`config.mk`:
```
export PLATFORM = sky130hd
export DESIGN_NAME = field_regulator_fault_fsm
export DESIGN_NICKNAME = d
export VERILOG_FILES = /design/src/hw/rtl/frff_pkg.sv /design/src/hw/rtl/field_regulator_fault_fsm.sv
export SDC_FILE = /design/constraint.sdc
export NUM_CORES = 1
export LEC_CHECK = 0
export ABC_CLOCK_PERIOD_IN_PS = 20100
export BUFFER_PORTS_ARGS = -buffer_cell sky130_fd_sc_hd__buf_2
export CORE_UTILIZATION = 55
export DETAILED_ROUTE_END_ITERATION = 7
export PLACE_DENSITY = 0.74
export SLEW_MARGIN = 20
export SYNTH_ARGS = -nofsm -noshare
export SYNTH_HDL_FRONTEND = slang
export SYNTH_SLANG_ARGS = --single-unit
```
`constraint.sdc`:
```
create_clock -name clk -period 20.1 [get_ports clk]
set_input_delay 1.005 -clock clk [delete_from_list [all_inputs] [get_ports clk]]
set_output_delay 1.005 -clock clk [all_outputs]
set_load 0.005 [all_outputs]
```
`src/hw/rtl/frff_pkg.sv`:
```
// Package for the generator field regulator with fault detection.
// Holds the mode, fault cause, action and register codes shared by the RTL.
// Depends on nothing.
package frff_pkg;

    localparam int VOLT_W  = 16;
    localparam int AMP_W   = 16;
    localparam int TEMP_W  = 9;
    localparam int PWR_W   = 32;
    localparam int ACT_W   = 3;
    localparam int MODE_W  = 2;
    localparam int CAUSE_W = 2;
    localparam int CNT_OUT_W = 32;
    localparam int APB_AW  = 4;
    localparam int APB_DW  = 32;

    typedef logic [MODE_W-1:0]  mode_t;
    typedef logic [CAUSE_W-1:0] cause_t;
    typedef logic [ACT_W-1:0]   action_t;

    localparam mode_t MODE_RUN    = 2'd0;
    localparam mode_t MODE_IDLE   = 2'd1;
    localparam mode_t MODE_FAILED = 2'd2;
    localparam mode_t MODE_SLEEP  = 2'd3;

    localparam cause_t CAUSE_NONE  = 2'd0;
    localparam cause_t CAUSE_SHORT = 2'd1;
    localparam cause_t CAUSE_OPEN  = 2'd2;
    localparam cause_t CAUSE_HOT   = 2'd3;

    localparam action_t ACT_SAMPLE = 3'd0;
    localparam action_t ACT_START  = 3'd1;
    localparam action_t ACT_STOP   = 3'd2;
    localparam action_t ACT_SLEEP  = 3'd3;
    localparam action_t ACT_WAKE   = 3'd4;

    localparam logic [1:0] REG_VOLT_LIMIT  = 2'd0;
    localparam logic [1:0] REG_CURR_LIMIT  = 2'd1;
    localparam logic [1:0] REG_POWER_LIMIT = 2'd2;

    localparam logic [VOLT_W-1:0] VOLT_LIMIT_RST  = 16'd14400;
    localparam logic [AMP_W-1:0]  CURR_LIMIT_RST  = 16'd10000;
    localparam logic [PWR_W-1:0]  POWER_LIMIT_RST = 32'd144000000;

    localparam logic signed [TEMP_W-1:0] TEMP_HOT_LIMIT = 9'sd125;

endpackage

```
`src/hw/rtl/field_regulator_fault_fsm.sv`:
```
// Generator field regulator: mode sequencer, fault checks and period counters.
// Path: input register, then the mode and counter registers, which form the result register.
// Throughput: one transaction per cycle while the output is not stalled.
// Reset: mode run, field off, power rail on, no fault, counters zero, limits at defaults.
// Depends on frff_pkg.
module field_regulator_fault_fsm #(
    parameter int COUNTER_BITS = 32
) (
    input  logic                            clk,
    input  logic                            rst_n,

    input  logic                            psel,
    input  logic                            penable,
    input  logic                            pwrite,
    input  logic [frff_pkg::APB_AW-1:0]     paddr,
    input  logic [frff_pkg::APB_DW-1:0]     pwdata,
    output logic [frff_pkg::APB_DW-1:0]     prdata,
    output logic                            pready,

    input  logic                            in_valid,
    output logic                            in_stall,
    input  logic [frff_pkg::ACT_W-1:0]      action,
    input  logic [frff_pkg::VOLT_W-1:0]     bus_volts_mv,
    input  logic [frff_pkg::AMP_W-1:0]      bus_amps_ma,
    input  logic [frff_pkg::AMP_W-1:0]      avg_amps_ma,
    input  logic signed [frff_pkg::TEMP_W-1:0] die_temp_c,

    output logic                            out_valid,
    input  logic                            out_stall,
    output logic                            field_enable,
    output logic                            power_enable,
    output logic [frff_pkg::MODE_W-1:0]     mode,
    output logic [frff_pkg::CAUSE_W-1:0]    fault_cause,
    output logic [frff_pkg::CNT_OUT_W-1:0]  on_periods,
    output logic [frff_pkg::CNT_OUT_W-1:0]  off_periods
);

    logic [frff_pkg::VOLT_W-1:0] vlim_reg;
    logic [frff_pkg::AMP_W-1:0]  clim_reg;
    logic [frff_pkg::PWR_W-1:0]  plim_reg;
    logic                        cfg_write;

    assign pready    = 1'b1;
    assign cfg_write = psel && penable && pwrite && pready;

    always_ff @(posedge clk or negedge rst_n)
    begin
        if (!rst_n)
        begin
            vlim_reg <= frff_pkg::VOLT_LIMIT_RST;
            clim_reg <= frff_pkg::CURR_LIMIT_RST;
            plim_reg <= frff_pkg::POWER_LIMIT_RST;
        end
        else if (cfg_write)
        begin
            unique case (paddr[3:2])
                frff_pkg::REG_VOLT_LIMIT:  vlim_reg <= pwdata[frff_pkg::VOLT_W-1:0];
                frff_pkg::REG_CURR_LIMIT:  clim_reg <= pwdata[frff_pkg::AMP_W-1:0];
                frff_pkg::REG_POWER_LIMIT: plim_reg <= pwdata[frff_pkg::PWR_W-1:0];
                default: ;
            endcase
        end
    end

    always_comb
    begin
        unique case (paddr[3:2])
            frff_pkg::REG_VOLT_LIMIT:  prdata = {16'd0, vlim_reg};
            frff_pkg::REG_CURR_LIMIT:  prdata = {16'd0, clim_reg};
            frff_pkg::REG_POWER_LIMIT: prdata = plim_reg;
            default:                   prdata = '0;
        endcase
    end

    // Input register stage.
    logic                                s1_valid_reg;
    frff_pkg::action_t                   s1_act_reg;
    logic [frff_pkg::VOLT_W-1:0]         s1_volts_reg;
    logic [frff_pkg::AMP_W-1:0]          s1_amps_reg;
    logic [frff_pkg::AMP_W-1:0]          s1_avg_reg;
    logic signed [frff_pkg::TEMP_W-1:0]  s1_temp_reg;
    logic                                advance;
    logic                                in_take;

    logic                                out_valid_reg;

    assign advance  = !out_valid_reg || !out_stall;
    assign in_stall = s1_valid_reg && !advance;
    assign in_take  = in_valid && !in_stall;

    always_ff @(posedge clk or negedge rst_n)
    begin
        if (!rst_n)
        begin
            s1_valid_reg <= 1'b0;
        end
        else if (advance || !s1_valid_reg)
        begin
            s1_valid_reg <= in_valid;
        end
    end

    always_ff @(posedge clk)
    begin
        if (in_take)
        begin
            s1_act_reg   <= action;
            s1_volts_reg <= bus_volts_mv;
            s1_amps_reg  <= bus_amps_ma;
            s1_avg_reg   <= avg_amps_ma;
            s1_temp_reg  <= die_temp_c;
        end
    end

    // Mode and counter state; these registers also hold the result.
    frff_pkg::mode_t         mode_reg, mode_next;
    logic                    field_reg, field_next;
    logic                    power_reg, power_next;
    frff_pkg::cause_t        fault_reg, fault_next;
    logic [COUNTER_BITS-1:0] on_cnt_reg, on_cnt_next;
    logic [COUNTER_BITS-1:0] off_cnt_reg, off_cnt_next;

    logic [19:0] avg_x10;
    logic [19:0] clim_x11;
    logic [19:0] volts_x10;
    logic [19:0] vlim_x11;
    logic [31:0] power_mw;
    logic        is_short;
    logic        is_open;
    logic        is_hot;
    logic        field_ok;

    assign avg_x10   = 20'(s1_avg_reg) * 20'd10;
    assign clim_x11  = 20'(clim_reg) * 20'd11;
    assign volts_x10 = 20'(s1_volts_reg) * 20'd10;
    assign vlim_x11  = 20'(vlim_reg) * 20'd11;
    assign power_mw  = 32'(s1_volts_reg) * 32'(s1_amps_reg);

    assign is_short = (avg_x10 > clim_x11) && (volts_x10 < 20'(vlim_reg));
    assign is_open  = (volts_x10 > vlim_x11) && (avg_x10 < 20'(clim_reg));
    assign is_hot   = s1_temp_reg > frff_pkg::TEMP_HOT_LIMIT;
    assign field_ok = !(power_mw > plim_reg) && !(s1_amps_reg > clim_reg)
                      && !(s1_volts_reg > vlim_reg);

    always_comb
    begin
        mode_next    = mode_reg;
        field_next   = field_reg;
        power_next   = power_reg;
        fault_next   = fault_reg;
        on_cnt_next  = on_cnt_reg;
        off_cnt_next = off_cnt_reg;
        unique case (mode_reg)
            frff_pkg::MODE_RUN:
            begin
                if (s1_act_reg == frff_pkg::ACT_SAMPLE)
                begin
                    if (is_short || is_open || is_hot)
                    begin
                        mode_next  = frff_pkg::MODE_FAILED;
                        field_next = 1'b0;
                        if (is_short)
                            fault_next = frff_pkg::CAUSE_SHORT;
                        else if (is_open)
                            fault_next = frff_pkg::CAUSE_OPEN;
                        else
                            fault_next = frff_pkg::CAUSE_HOT;
                    end
                    else
                    begin
                        field_next = field_ok;
                        if (field_ok)
                        begin
                            if (on_cnt_reg != '1)
                                on_cnt_next = on_cnt_reg + 1'b1;
                        end
                        else if (off_cnt_reg != '1)
                        begin
                            off_cnt_next = off_cnt_reg + 1'b1;
                        end
                    end
                end
                else if (s1_act_reg == frff_pkg::ACT_STOP)
                begin
                    mode_next  = frff_pkg::MODE_IDLE;
                    field_next = 1'b0;
                end
                else if (s1_act_reg == frff_pkg::ACT_SLEEP)
                begin
                    mode_next  = frff_pkg::MODE_SLEEP;
                    power_next = 1'b0;
                    field_next = 1'b1;
                end
            end
            frff_pkg::MODE_IDLE:
            begin
                if (s1_act_reg == frff_pkg::ACT_START)
                begin
                    mode_next  = frff_pkg::MODE_RUN;
                    power_next = 1'b1;
                end
                else if (s1_act_reg == frff_pkg::ACT_SLEEP)
                begin
                    mode_next  = frff_pkg::MODE_SLEEP;
                    power_next = 1'b0;
                    field_next = 1'b1;
                end
            end
            frff_pkg::MODE_FAILED:
            begin
                if (s1_act_reg == frff_pkg::ACT_SLEEP)
                begin
                    mode_next  = frff_pkg::MODE_SLEEP;
                    power_next = 1'b0;
                    field_next = 1'b1;
                    fault_next = frff_pkg::CAUSE_NONE;
                end
            end
            frff_pkg::MODE_SLEEP:
            begin
                if (s1_act_reg == frff_pkg::ACT_WAKE)
                begin
                    mode_next  = frff_pkg::MODE_RUN;
                    power_next = 1'b1;
                end
            end
            default: ;
        endcase
    end

    always_ff @(posedge clk or negedge rst_n)
    begin
        if (!rst_n)
        begin
            out_valid_reg <= 1'b0;
            mode_reg      <= frff_pkg::MODE_RUN;
            field_reg     <= 1'b0;
            power_reg     <= 1'b1;
            fault_reg     <= frff_pkg::CAUSE_NONE;
            on_cnt_reg    <= '0;
            off_cnt_reg   <= '0;
        end
        else if (advance)
        begin
            out_valid_reg <= s1_valid_reg;
            if (s1_valid_reg)
            begin
                mode_reg    <= mode_next;
                field_reg   <= field_next;
                power_reg   <= power_next;
                fault_reg   <= fault_next;
                on_cnt_reg  <= on_cnt_next;
                off_cnt_reg <= off_cnt_next;
            end
        end
    end

    assign out_valid    = out_valid_reg;
    assign field_enable = field_reg;
    assign power_enable = power_reg;
    assign mode         = mode_reg;
    assign fault_cause  = fault_reg;

    generate
        if (COUNTER_BITS >= frff_pkg::CNT_OUT_W)
        begin : g_cnt_trunc
            assign on_periods  = on_cnt_reg[frff_pkg::CNT_OUT_W-1:0];
            assign off_periods = off_cnt_reg[frff_pkg::CNT_OUT_W-1:0];
        end
        else
        begin : g_cnt_ext
            assign on_periods  = {{(frff_pkg::CNT_OUT_W-COUNTER_BITS){1'b0}}, on_cnt_reg};
            assign off_periods = {{(frff_pkg::CNT_OUT_W-COUNTER_BITS){1'b0}}, off_cnt_reg};
        end
    endgenerate

    // A latched fault cause goes together with the failed mode and nothing else.
    assert property (@(posedge clk) disable iff (!rst_n)
        (mode_reg == frff_pkg::MODE_FAILED) == (fault_reg != frff_pkg::CAUSE_NONE))
        else $error("fault cause out of step with failed mode");

    // The field is never driven while failed or idle.
    assert property (@(posedge clk) disable iff (!rst_n)
        (mode_reg == frff_pkg::MODE_FAILED || mode_reg == frff_pkg::MODE_IDLE) |-> !field_reg)
        else $error("field driven in failed or idle mode");

    // The power rail is off exactly in sleep.
    assert property (@(posedge clk) disable iff (!rst_n)
        (mode_reg == frff_pkg::MODE_SLEEP) == !power_reg)
        else $error("power rail out of step with sleep mode");

    // Counters only move on an accepted transaction and never go down.
    assert property (@(posedge clk) disable iff (!rst_n)
        !(advance && s1_valid_reg) |=> $stable(on_cnt_reg) && $stable(off_cnt_reg))
        else $error("counter changed without a transaction");

    // At most one counter steps per transaction.
    assert property (@(posedge clk) disable iff (!rst_n)
        !((on_cnt_next != on_cnt_reg) && (off_cnt_next != off_cnt_reg)))
        else $error("both period counters stepped together");

endmodule

```
# == Yosys cells after proc, flatten, opt, wreduce, memory -nomap -nowiden ==
# Index checks and enable logic that the tools add are counted.
# Widths: inputs -> output; s select.
# op_classes
n_bitwise,2
mux,26
addsub,2
n_reduce_logical,34
mul,5
eq_ne,19
n_lt_le_gt_ge,8
# op_table
cell,count
$pmux 32 s3,1
$add 32x1->32 const B,2
$ne 32x32->1 const B,2
$gt 20x20->1,2
$lt 20x16->1,2
$mul 16x4->20 const B,2
$mul 16x3->19 const B,2
$gt 16x16->1,2
$gt 32x32->1,1
$mul 16x16->32,1
$mux 2,10
$ne 2x2->1 const B,7
$reduce_and 7->1,2
$mux 1,11
$gt 9x8->1 const B,1
$logic_and 1x1->1,8
$logic_not 1->1,8
$pmux 2 s4,1
$reduce_and 4->1,2
$eq 2x2->1 const B,3
$eq 3x2->1 const B,2
$reduce_and 2->1,3
$reduce_and 6->1,1
$reduce_and 5->1,1
other kinds (13),19
# totals
output_inout_bits,105
regBits,196
elab_cells,112
input_bits,103

# == Logic depth before layout (Yosys ltp) ==
# logic_depth
depth_word,8
depth_mapped,37
mapped_depth_nobuf,35

# == Worst setup path after synthesis ==
# OpenSTA, ideal clock, no wires.
# synth_timing
path_kind,flip-flop to flip-flop
start,register s1_volts_reg[4] (netlist name)
end,register on_cnt_reg[20] (netlist: on_periods[20])
slack_ps,11392
t_arrival_ps,8584
synth_period_minus_slack_ps,8708
setup_time_ps,124
path_stages_with_launch,35
required_time_ps,19976
n_path_buf,2
cell_sequence,edfxtp_1 clkbuf_1 and2_1 fa_1 inv_1 fa_1 fa_1 inv_1 ha_1 fa_1 inv_1 fa_1 inv_1 ha_1 a2111o_1 o21ai_1 o21ai_1 a221oi_1 nor2b_1 o41ai_1 o22ai_1 o21a_1 xnor2_1 ha_1 nand4_1 nor4_1 nand2_1 or3b_1 o21ai_0 nand4_1 nand3b_1 nor3_2 buf_2 nand4_1 xnor2_1
# synth_via
elab_chain_len,7
word_cells_on_any_way,16
cone_classes,mul: 2; order compare: 4; bitwise: 1; reduce/logical: 9
# synth_rtl
element,line,source
start: declaration,field_regulator_fault_fsm.sv:78,logic [frff_pkg::VOLT_W-1:0] s1_volts_reg;
start signal: assignment,field_regulator_fault_fsm.sv:108,s1_volts_reg <= bus_volts_mv;
"parallel branches: the longest is 6 deep, another holds $mul 16x16->32",-,
$reduce_and 7->1 (no source line) *,-,
end signal: assignment,field_regulator_fault_fsm.sv:252,on_cnt_reg <= on_cnt_next;
end: declaration,field_regulator_fault_fsm.sv:120,"logic [COUNTER_BITS-1:0] on_cnt_reg, on_cnt_next;"
# Mark *: on every way between the ends.
# A chain may end at the register's enable or synchronous reset.

# == Worst setup path in the final report ==
# layout_timing
start,register s1_volts_reg[4] (netlist name)
end,register off_cnt_reg[25] (netlist: off_periods[25])
# layout_via
elab_chain_len,7
word_cells_on_any_way,17
cone_classes,mul: 2; order compare: 4; bitwise: 2; reduce/logical: 9
# layout_rtl
element,line,source
$mul 16x16->32 or $mul 16x3->19 (tied branches),"field_regulator_fault_fsm.sv:137, field_regulator_fault_fsm.sv:135",
$gt 32x32->1 (tied with other cells),field_regulator_fault_fsm.sv:142,assign field_ok = !(power_mw > plim_reg) && !(s1_amps_reg > clim_reg)
$logic_not 1->1 (tied with other cells),field_regulator_fault_fsm.sv:142,
$logic_and 1x1->1 or $logic_or 1x1->1 (tied branches),"field_regulator_fault_fsm.sv:142, field_regulator_fault_fsm.sv:158",
$logic_and 1x1->1 or $logic_or 1x1->1 (tied branches),"field_regulator_fault_fsm.sv:143, field_regulator_fault_fsm.sv:158",
$not 1->1 (no source line),-,
$reduce_and 7->1 (no source line) *,-,
end signal: assignment,field_regulator_fault_fsm.sv:253,off_cnt_reg <= off_cnt_next;
end: declaration,field_regulator_fault_fsm.sv:121,"logic [COUNTER_BITS-1:0] off_cnt_reg, off_cnt_next;"
# Mark *: on every way between the ends. The rest lies on a longest branch, timed or not.

==> key figures <==
Layout
  • NumNets Final: 3479
  • Layout cells sized above 1: 10.58%
  • Fillers: 3662
  • Non-Filler Instances: 3385
  • Area growth from synthesis to layout: 9.117%

Critical path
  • Critical Path Max Stage Delay: 760 ps
  • CP Max Fanout: 19
  • CP arrival: 11450 ps
  • Crit end category: flip-flop
  • Setup CP Type: flip-flop to flip-flop
  • Worst setup SP type: flip-flop
  • CP Data Required Time: 20510 ps
  • Worst Path Buf+Inv: 4
  • Largest delay share family, worst path: adder cells
  • Critical-path top delay cell: nor4_4
  • Most used cell, CP: fa_1

Place
  • Placed insts: roughly 3400
  • RePlAce Congestion: 0.9282
  • Placement Setup Slack: 8669 ps
  • Dpl hpwl: approximately 48 mm
  • PortBufs: 203

STA
  • Final min period: 11040 ps
  • Setup violators final: 0
  • Fmax: 90.58 MHz
  • Worst Tran Pin Value: between 900 and 1000 ps
  • Setup TNS: 0 ps
  • Fin. max-slew vios: 0
  • Final Skew: roughly 25 ps
  • Slew HR: 36.14%
  • Unrepaired setup endpoints after global routing: no
  • Final period util: a little over half
  • Final hold vios: 0
  • Setup WS post-layout: slightly above 9000 ps

CTS
  • CTS Buffer Depth: 2
  • CTS clk-pin slew, worst paths: 80 ps
  • Cell at the root of the clock tree: clkbuf_16
  • TritonCTS clock tree: done
  • Hold-fix buffers, CTS: 0
  • H-tree Lvls: 4
  • Num CTS Buffers: 17
  • Clk_lat worst skew: about 500 ps
  • CTS sink cnt: 195
  • Setup bufs post-CTS: 0
  • Post-CTS Resized: 0

Outcome
  • Status: finished, final reports clean

Power
  • Power per cell area: 182.7 nW/µm²
  • Switching share of power: 52.38%
  • Sequential power share: between 10% and 20%
  • P_int: roughly 2.3 mW
  • Power Total: ~4.8 mW
  • Clk network pwr share: under 10%
  • Sw power: 2.512 mW
  • Logic pwr share: 81.0%
  • VDD IR max: about 0.19 mV
  • Leak pwr: ~13 nW

Flow run
  • Max-Cap Viols: 0

Die
  • # rows: 76
  • Area of the die: 44580 µm²
  • Starting density of the core: 55.85%
  • Boundary pin count: 208
  • Core Area: 43080 µm²
  • Chip Height: between 200 and 250 µm
  • Chip width: 211.1 µm

Route
  • Detail Route Antenna Nets: 0
  • Drt pass-1 iters: 8
  • WL final: 60.63 mm
  • Via count of the routed design: 18880
  • Vias per cell: 5.578
  • Initial DRC Count: around 1100
  • Drc violations: 0
  • DR WL/cell: 17.91 µm

GRT
  • GRT Util Overall: 28.59%
  • Antenna violations before repair: 6
  • Grt total ovfl: 0
  • Largest net degree at the start of global routing: 90
  • First-pass GRT wire length: about 100 mm
  • Vias in the first global route: a little under 20000

Yosys
  • Synth top area cells: ha_1, fa_1, dfrtp_1, edfxtp_1, inv_1
  • Syn Nets: roughly 3300
  • Ys Warns: 0
  • Top FF cell, synth: dfrtp_1
  • Synth async-reset ratio: 69.74%
  • Synth Instances: between 2000 and 3000
  • Post-Syn Area: 24060 µm²
  • #FFs+latches synth: 195
  • Share of the synthesized area in the top cell type: 19.09%
  • Yosys top cell by area: ha_1
  • Sequential fraction of the synthesis area: 21.60%
  • EDFF count, synth: 59
  • Avg Inst Size Synth: between 9 and 10 µm²
  • Yosys cell types: 71

Hold path
  • Worst min path class: flip-flop to flip-flop
[synthesized netlist by cell type (3+ instances only)]
master and instances:
inv_1 452, ha_1 367, nand2_1 284, fa_1 224, and2_1 141, dfrtp_1 119, o21ai_0 116, a21oi_1 101
xnor2_1 99, nor2_1 76, edfxtp_1 59, nand3_1 58, clkbuf_1 56, a21o_1 55, nand4_1 50, xor2_1 40
nor3_1 36, and3_1 26, nor2b_1 24, mux2_2 20, mux2i_1 18, dfstp_2 17, nand2b_1 17, o21a_1 14
a211oi_1 11, nor4_1 11, or3_1 10, a31oi_1 8, and4_1 8, o211ai_1 8, a221oi_1 7, o21bai_1 6
a31o_2 5, o21ai_1 5, o41ai_1 5, a41oi_1 4, nor3b_1 4, a21boi_0 3, a221o_1 3, a22oi_1 3
buf_2 3, o31ai_1 3
[placed cells by master (no fill, tap or decap), drive strengths merged, types with 4 or more instances in the layout]
| cell type | count |
|---|---|
| inv | 460 |
| ha | 367 |
| nand2 | 284 |
| fa | 224 |
| buf | 210 |
| and2 | 141 |
| o21ai | 121 |
| dfrtp | 119 |
| a21oi | 102 |
| xnor2 | 99 |
| nor2 | 76 |
| edfxtp | 59 |
| nand3 | 58 |
| a21o | 55 |
| nand4 | 50 |
| xor2 | 40 |
| nor3 | 37 |
| and3 | 26 |
| nor2b | 24 |
| mux2 | 20 |
| clkbuf | 19 |
| mux2i | 18 |
| nand2b | 17 |
| dfstp | 17 |
| o21a | 14 |
| nor4 | 13 |
| a211oi | 11 |
| or3 | 11 |
| o211ai | 8 |
| a31oi | 8 |
| and4 | 8 |
| a221oi | 7 |
| o21bai | 6 |
| o41ai | 5 |
| a31o | 5 |
| a41oi | 4 |
| nor3b | 4 |
[worst paths after layout]
check,startpoint,to,slack [ps],depth (start not counted)
setup reg to reg,s1_volts_reg[4],off_periods[25],9060,32
hold reg to reg,on_periods[12],on_periods[12],500,1
hold / removal,on_periods[12],on_periods[12],500,1
min in group asynchronous,rst_n,off_periods[26],530,1
setup / recovery,s1_volts_reg[4],off_periods[25],9060,32
max in group asynchronous,rst_n,plim_reg[2],18320,2
[power by group through the flow]
stage	registers, mW	logic [mW]	clock network (mW)
after detailed placement	0.542	3.85	0
after floorplan	0.507	2.92	0
after global routing	0.543	4.45	0.389
final	0.536	3.89	0.372
after CTS	0.534	3.89	0.381
after global placement	0.540	3.71	0
[cells by family after synthesis]
| group | count (synthesis) | synth area share [%] |
|---|---|---|
| simple gates | 757 | 15.78 |
| fa+ha+maj | 591 | 37.73 |
| compound gates | 383 | 9.955 |
| mux | 38 | 1.685 |
| buf+inv | 517 | 8.176 |
| flops | 195 | 21.60 |
| other cells | 1 | 0.01559 |
| xor+xnor | 139 | 5.061 |
[routing by layer]
layer  GRT usage [%]  up-vias  routed length [µm]
li1                -     9003                   -
met1           36.11     9247               25920
met2           48.79      533               29350
met3           6.170       92                3942
met4           8.871        6                1388
met5               0        -                  27
[area by class of cell]
type	instances	area, µm²	area share (%)
Inverter	452	1697	6.463
Sequential cell	195	5196	19.80
Clock buffer	19	454.2	1.730
Tap cell	585	732.0	2.788
Multi-Input combinational cell	1909	16910	64.42
Timing Repair Buffer	210	1082	4.123
Antenna cell	2	5.005	0.01907
Clock inverter	13	172.7	0.6578
[through the flow]
step	util [%]	instance area [µm²]	hold WS, ps
3_5_place_dp	59.44	25600	479.4
6_report	60.94	26250	497.4
5_1_grt	60.93	26250	511.3
3_3_place_gp	59.44	25600	467.5
4_1_cts	60.89	26230	494.6
2_1_floorplan	-	24060	477.0
No activity file was read; power rests on OpenSTA's default activity.
